[config.mk]
export PLATFORM = sky130hd
export DESIGN_NAME = hgcd_isqrt
export DESIGN_NICKNAME = d
export VERILOG_FILES = /design/src/rtl/hgcd_pkg.sv /design/src/rtl/hgcd_isqrt.sv
export SDC_FILE = /design/constraint.sdc
export NUM_CORES = 2
export LEC_CHECK = 0
export CAP_MARGIN = 15
export CORE_MARGIN = 10
export CORE_UTILIZATION = 55
export DETAILED_ROUTE_END_ITERATION = 6
export DONT_BUFFER_PORTS = 1
export PLACE_DENSITY = 0.85
export SLEW_MARGIN = 20
export SYNTH_ARGS = -nofsm -noshare
export SYNTH_HDL_FRONTEND = slang
export SYNTH_SLANG_ARGS = --single-unit
[constraint.sdc]
create_clock -name clk -period 5.25 [get_ports clk]
set_input_delay 1.575 -clock clk [delete_from_list [all_inputs] [get_ports clk]]
set_output_delay 1.575 -clock clk [all_outputs]
set_load 0.03 [all_outputs]
[src/rtl/hgcd_pkg.sv]
`default_nettype none
package hgcd_pkg;

  // Field widths of the channels and the configuration register.
  localparam int LAT_W    = 28;
  localparam int LON_W    = 29;
  localparam int RADIUS_W = 24;
  localparam int DIST_W   = 34;

  // Internal number formats.
  localparam int BAM_W      = 32;  // binary angle, 2^32 per turn
  localparam int Q30_W      = 32;  // signed Q30 sine, cosine and products
  localparam int CW         = 34;  // CORDIC datapath width
  localparam int RAD_W      = 62;  // square root radicand
  localparam int ROOT_W     = 31;  // square root result
  localparam int ROOT_STEPS = 31;  // one result bit per stage
  localparam int ANG_W      = 31;  // asin angle, 0 to a quarter turn
  localparam int QUO_W      = 27;  // quotient of an angle by 45

  typedef logic signed [LAT_W-1:0] lat_t;
  typedef logic signed [LON_W-1:0] lon_t;
  typedef logic [RADIUS_W-1:0]     radius_t;
  typedef logic [DIST_W-1:0]       dist_t;
  typedef logic [BAM_W-1:0]        bam_t;
  typedef logic signed [Q30_W-1:0] q30_t;
  typedef logic signed [CW-1:0]    cordic_t;

  localparam radius_t RADIUS_RESET = 24'd6371000;

  // Degrees to binary angle: floor(deg * 2^9 / 45) for a full turn and
  // floor(deg * 2^8 / 45) for half differences. An offset that is a multiple
  // of 45 and vanishes modulo 2^32 after scaling keeps the dividend positive.
  localparam logic [31:0] OFFSET_FULL = 32'd3019898880;  // 45 * 2^26
  localparam logic [31:0] OFFSET_HALF = 32'd754974720;   // 45 * 2^24
  localparam logic [31:0] RECIP_45    = 32'd3054198966;  // floor(2^37 / 45)
  localparam int          RECIP_SHIFT = 37;
  localparam logic [14:0] FRAC_RECIP  = 15'd23302;       // ceil(2^20 / 45)
  localparam logic [5:0]  DIV_45      = 6'd45;

  localparam cordic_t CORDIC_ONE  = 34'sd1073741824;
  localparam cordic_t CORDIC_HALF = 34'sd2147483648;
  localparam cordic_t CORDIC_GAIN = 34'sd652032874;

  localparam logic [RAD_W-1:0] ROOT_ONE_SQ = RAD_W'(1) << 60;

  localparam logic [30:0] PI_Q29   = 31'd1686629713;
  localparam dist_t       DIST_TOP = 34'd13493037705;

  // Binary angle of atan(2^-k).
  function automatic logic [31:0] atan_entry(input logic [4:0] k);
    logic [31:0] v;
    unique case (k)
      5'd0:  v = 32'h20000000;
      5'd1:  v = 32'h12E4051E;
      5'd2:  v = 32'h09FB385B;
      5'd3:  v = 32'h051111D4;
      5'd4:  v = 32'h028B0D43;
      5'd5:  v = 32'h0145D7E1;
      5'd6:  v = 32'h00A2F61E;
      5'd7:  v = 32'h00517C55;
      5'd8:  v = 32'h0028BE53;
      5'd9:  v = 32'h00145F2F;
      5'd10: v = 32'h000A2F98;
      5'd11: v = 32'h000517CC;
      5'd12: v = 32'h00028BE6;
      5'd13: v = 32'h000145F3;
      5'd14: v = 32'h0000A2F9;
      5'd15: v = 32'h0000517C;
      5'd16: v = 32'h000028BE;
      5'd17: v = 32'h0000145F;
      5'd18: v = 32'h00000A2F;
      5'd19: v = 32'h00000517;
      5'd20: v = 32'h0000028B;
      5'd21: v = 32'h00000145;
      5'd22: v = 32'h000000A2;
      5'd23: v = 32'h00000051;
      5'd24: v = 32'h00000028;
      5'd25: v = 32'h00000014;
      5'd26: v = 32'h0000000A;
      5'd27: v = 32'h00000005;
      5'd28: v = 32'h00000002;
      5'd29: v = 32'h00000001;
      5'd30: v = 32'h00000000;
      5'd31: v = 32'h00000000;
    endcase
    return v;
  endfunction

endpackage
`default_nettype wire

[src/rtl/hgcd_isqrt.sv]
`default_nettype none
module hgcd_isqrt import hgcd_pkg::*; #(
  parameter int SIDE_W = 1
) (
  input  wire logic              clk,
  input  wire logic              rst,
  input  wire logic              en,
  input  wire logic [RAD_W-1:0]  radicand,
  input  wire logic [SIDE_W-1:0] side_in,
  output logic [ROOT_W-1:0]      root,
  output logic [SIDE_W-1:0]      side_out
);

  // Restoring square root, one result bit per stage. The side word travels
  // alongside and holds the valid bit, so it is cleared by reset.
  logic [RAD_W-1:0]  n_q    [1:ROOT_STEPS];
  logic [RAD_W-1:0]  r_q    [1:ROOT_STEPS];
  logic [SIDE_W-1:0] side_q [1:ROOT_STEPS];

  for (genvar s = 0; s < ROOT_STEPS; s++) begin : g_step
    localparam logic [RAD_W-1:0] BIT = RAD_W'(1) << (2 * (ROOT_STEPS - 1 - s));
    logic [RAD_W-1:0]  n_cur;
    logic [RAD_W-1:0]  r_cur;
    logic [SIDE_W-1:0] side_cur;
    logic [RAD_W-1:0]  trial;

    if (s == 0) begin : g_first
      assign n_cur    = radicand;
      assign r_cur    = '0;
      assign side_cur = side_in;
    end else begin : g_next
      assign n_cur    = n_q[s];
      assign r_cur    = r_q[s];
      assign side_cur = side_q[s];
    end

    assign trial = r_cur + BIT;

    always_ff @(posedge clk) begin
      if (rst) begin
        side_q[s+1] <= '0;
      end else if (en) begin
        side_q[s+1] <= side_cur;
      end
    end

    always_ff @(posedge clk) begin
      if (en) begin
        if (n_cur >= trial) begin
          n_q[s+1] <= n_cur - trial;
          r_q[s+1] <= (r_cur >> 1) + BIT;
        end else begin
          n_q[s+1] <= n_cur;
          r_q[s+1] <= r_cur >> 1;
        end
      end
    end
  end

  assign root     = r_q[ROOT_STEPS][ROOT_W-1:0];
  assign side_out = side_q[ROOT_STEPS];

endmodule
`default_nettype wire

==> results by group <==
Run status
  – Status: finished, violations left
  – Failing checks: design-rule violations

Synth
  – Synth area leader: edfxtp_1
  – Yosys top cell area share: 0.6179
  – Post-Syn Nets: 9925
  – Cells after Synth: 9334
  – Post-synthesis sequential element count: 2387
  – Netlist cell types: 103
  – Sequential area share after synthesis: 0.6179
  – Largest cells by area after synthesis: edfxtp_1 (62%), ha_1 (5.7%), xnor2_1 (3.3%)
  – Ys async rst share: 0
  – Post-Syn Area: 116000 um^2
  – Main flop type after synthesis: edfxtp_1
  – Avg Cell Area, Syn: 12.43 um^2
  – Yosys warns: 0
  – Post-synth EDFFs: 2387

Layout
  – Layout cells sized above 1: 0.07629
  – Most frequent cells in the layout: edfxtp_1 (2387), nand2_1 (738), inv_1 (630), o21ai_0 (591), ha_1 (525)
  – Nets: 10166
  – Fin cells: 12589
  – Final Util: 0.6174
  – Area delta synth->final: 11.64%
  – Filler Cell Count: 15350
  – Most common cell after layout, fill and taps aside: edfxtp_1

CTS
  – Clock transition at path regs: 0.06 ns
  – CTS H-Tree Depth: 4
  – Num CTS Buffers: 233
  – Clock root cell: clkbuf_16
  – Clk_lat worst skew: 0.99 ns
  – TritonCTS clock tree: built
  – # clock sinks: 2387
  – Clock Path Buffers: 3

Timing
  – Clock Skews: 0.1315 ns
  – Unrepaired setup endpoints after global routing: false
  – WHS: 0.3961 ns
  – Hold Fails Final Rpt: 0
  – Min Tclk post-route: 5.028 ns
  – Fmax: 198.9 MHz
  – Final Slew Violations: 0
  – Tcrit/Tclk final: 0.9576
  – Final setup violation count: 0
  – Rel. slew slack: 0.1549
  – Worst slew pin tran: 1.257 ns

Floorplan
  – Starting density of the core: 0.5530
  – Row count: 168
  – Die Y: 479.3 um
  – Core Box Area: 209800 um^2
  – Number of I/O pins: 98
  – Die W: 479.3 um
  – Full die area: 229700 um^2

Placed design
  – Input/output buffers: 0
  – Gpl congestion: 1.022
  – Placed Instances: 12127
  – DP HPWL: 215500 um

Routing
  – # DRC: 15
  – DRT iter0 DRCs: 10608
  – WL/cell: 24.38 um
  – Post-DRT Antenna Nets: 0
  – DR vias/cell: 6.331
  – Pre-antenna DRT Iters: 7
  – Drt total wl: 306900 um
  – Vias: 79698

Global routing
  – GRT Resource Usage Total: 0.2561
  – Largest net degree at the start of global routing: 154
  – Vias in the first global route: 76409
  – First-pass GRT wire length: 460800 um
  – Total gr overflow: 0
  – Antenna violations before repair: 7

Setup path
  – Startpoint type of the worst setup path: input port
  – Kind of critical path: input port to flop
  – Required time of the worst setup path: 5.89 ns
  – CP arrival: 5.66 ns
  – Crit Path Max Fanout: 83
  – Worst setup EP type: flop

Power and ir drop
  – Power density cells: 428.0 nW/um^2
  – Peak VDD IR: 0.3766 mV
  – Leak: 47.83 nW

Worst hold path
  – Hold Crit Class: flop to flop

Flow run
  – Maxcap violations: 0
[registers in the layout, indices dropped and copies added (netlist names)]
register,cells
r_q,496
n_q,1860
side_q,31
[worst paths after layout]
path / from / to / slack [ns] / depth (start not counted)
setup / recovery: en / n_q[0][679] / 0.22 / 15
hold / removal: n_q[0][520] / n_q[0][582] / 0.40 / 0
setup reg to reg: n_q[1][476] / n_q[1][552] / 0.68 / 9
hold reg to reg: n_q[0][520] / n_q[0][582] / 0.40 / 0
[cells by family after synthesis]
group                    Yosys count  share of synthesized area
flip-flops                      2387                     0.6179
buffers and inverters            842                    0.02770
AO/OA/AOI/OAI                   1802                    0.09719
multiplexers                      61                   0.005781
XOR/XNOR                         810                    0.06115
AND/OR/NAND/NOR                 2907                     0.1337
adder cells (fa/ha/maj)          525                    0.05662
[cells in the mapped netlist (102+ instances only)]
library cell and number:
clkbuf_1 172, o21ai_0 591, xor2_1 378, a21oi_1 434, a21o_1 205, nand2_1 738
nand3_1 180, ha_1 525, nand2b_1 106, inv_1 630, nand4_1 157, nor2_1 458
edfxtp_1 2387, o21a_1 102, nor3_1 264, xnor2_1 432, nor4_1 353
[final cells by class]
cell class,count,area [um^2],share of cell area
inverter,632,2372,0.01832
tap,2805,3510,0.02710
antenna,5,12.51,0.00009661
multi-input combinational,6105,41250,0.3185
timing repair buffer,216,2580,0.01992
clock buffer,277,5996,0.04629
clock inverter,162,2115,0.01633
sequential,2387,71680,0.5535
[power breakdown]
part | switching [mW] | total [mW] | internal [mW]
clock network | 7.64 | 17.6 | 9.98
registers | 2.24 | 26.3 | 24.0
logic | 6.96 | 11.5 | 4.56
total | 16.8 | 55.4 | 38.6
[repair_timing]
| item | CTS | global route |
|---|---|---|
| gates resized for setup | 0 | 1 |
| endpoints found under the setup margin | 1065 | 33 |
| hold buffers | 0 | 0 |
| gates cloned | 15 | 3 |
| buffers inserted | 0 | 0 |
[metal layers]
layer	track usage	part of all wire	routed length (um)	vias to the layer above
met3	0.05987	0.11	33580	750
met4	0.08642	0.037	11480	6
li1	-	-	-	35640
met1	0.3553	0.40	122800	38713
met2	0.3989	0.45	139000	4589
met5	0	0.00015	45	-
[critical path, cell delays in order]
cell and delay [ns]:
buf_16 0.32, buf_16 0.32, buf_16 0.29, buf_16 0.32
buf_16 0.35, buf_16 0.35, buf_16 0.43, buf_16 0.32
nand4b_1 0.14, nor2_1 0.19, nand4bb_1 0.19, o211ai_1 0.20
nor3_1 0.16, nand3_1 0.14, xnor2_1 0.09
[per-stage QoR]
step | cell area, um^2 | TNS [ns] | power, mW | worst slack, ns
after floorplan | 116000 | 0 | 33.78 | 0.01549
after global placement | 120700 | -4616.68 | 37.11 | -4.400
after detailed placement | 120800 | -2597.82 | 37.48 | -3.511
after CTS | 129400 | 0 | 55.12 | 0.07578
after global routing | 129500 | 0 | 57.56 | 0.06035
final | 129500 | 0 | 55.43 | 0.2225
(Power assumes the default switching activity.)
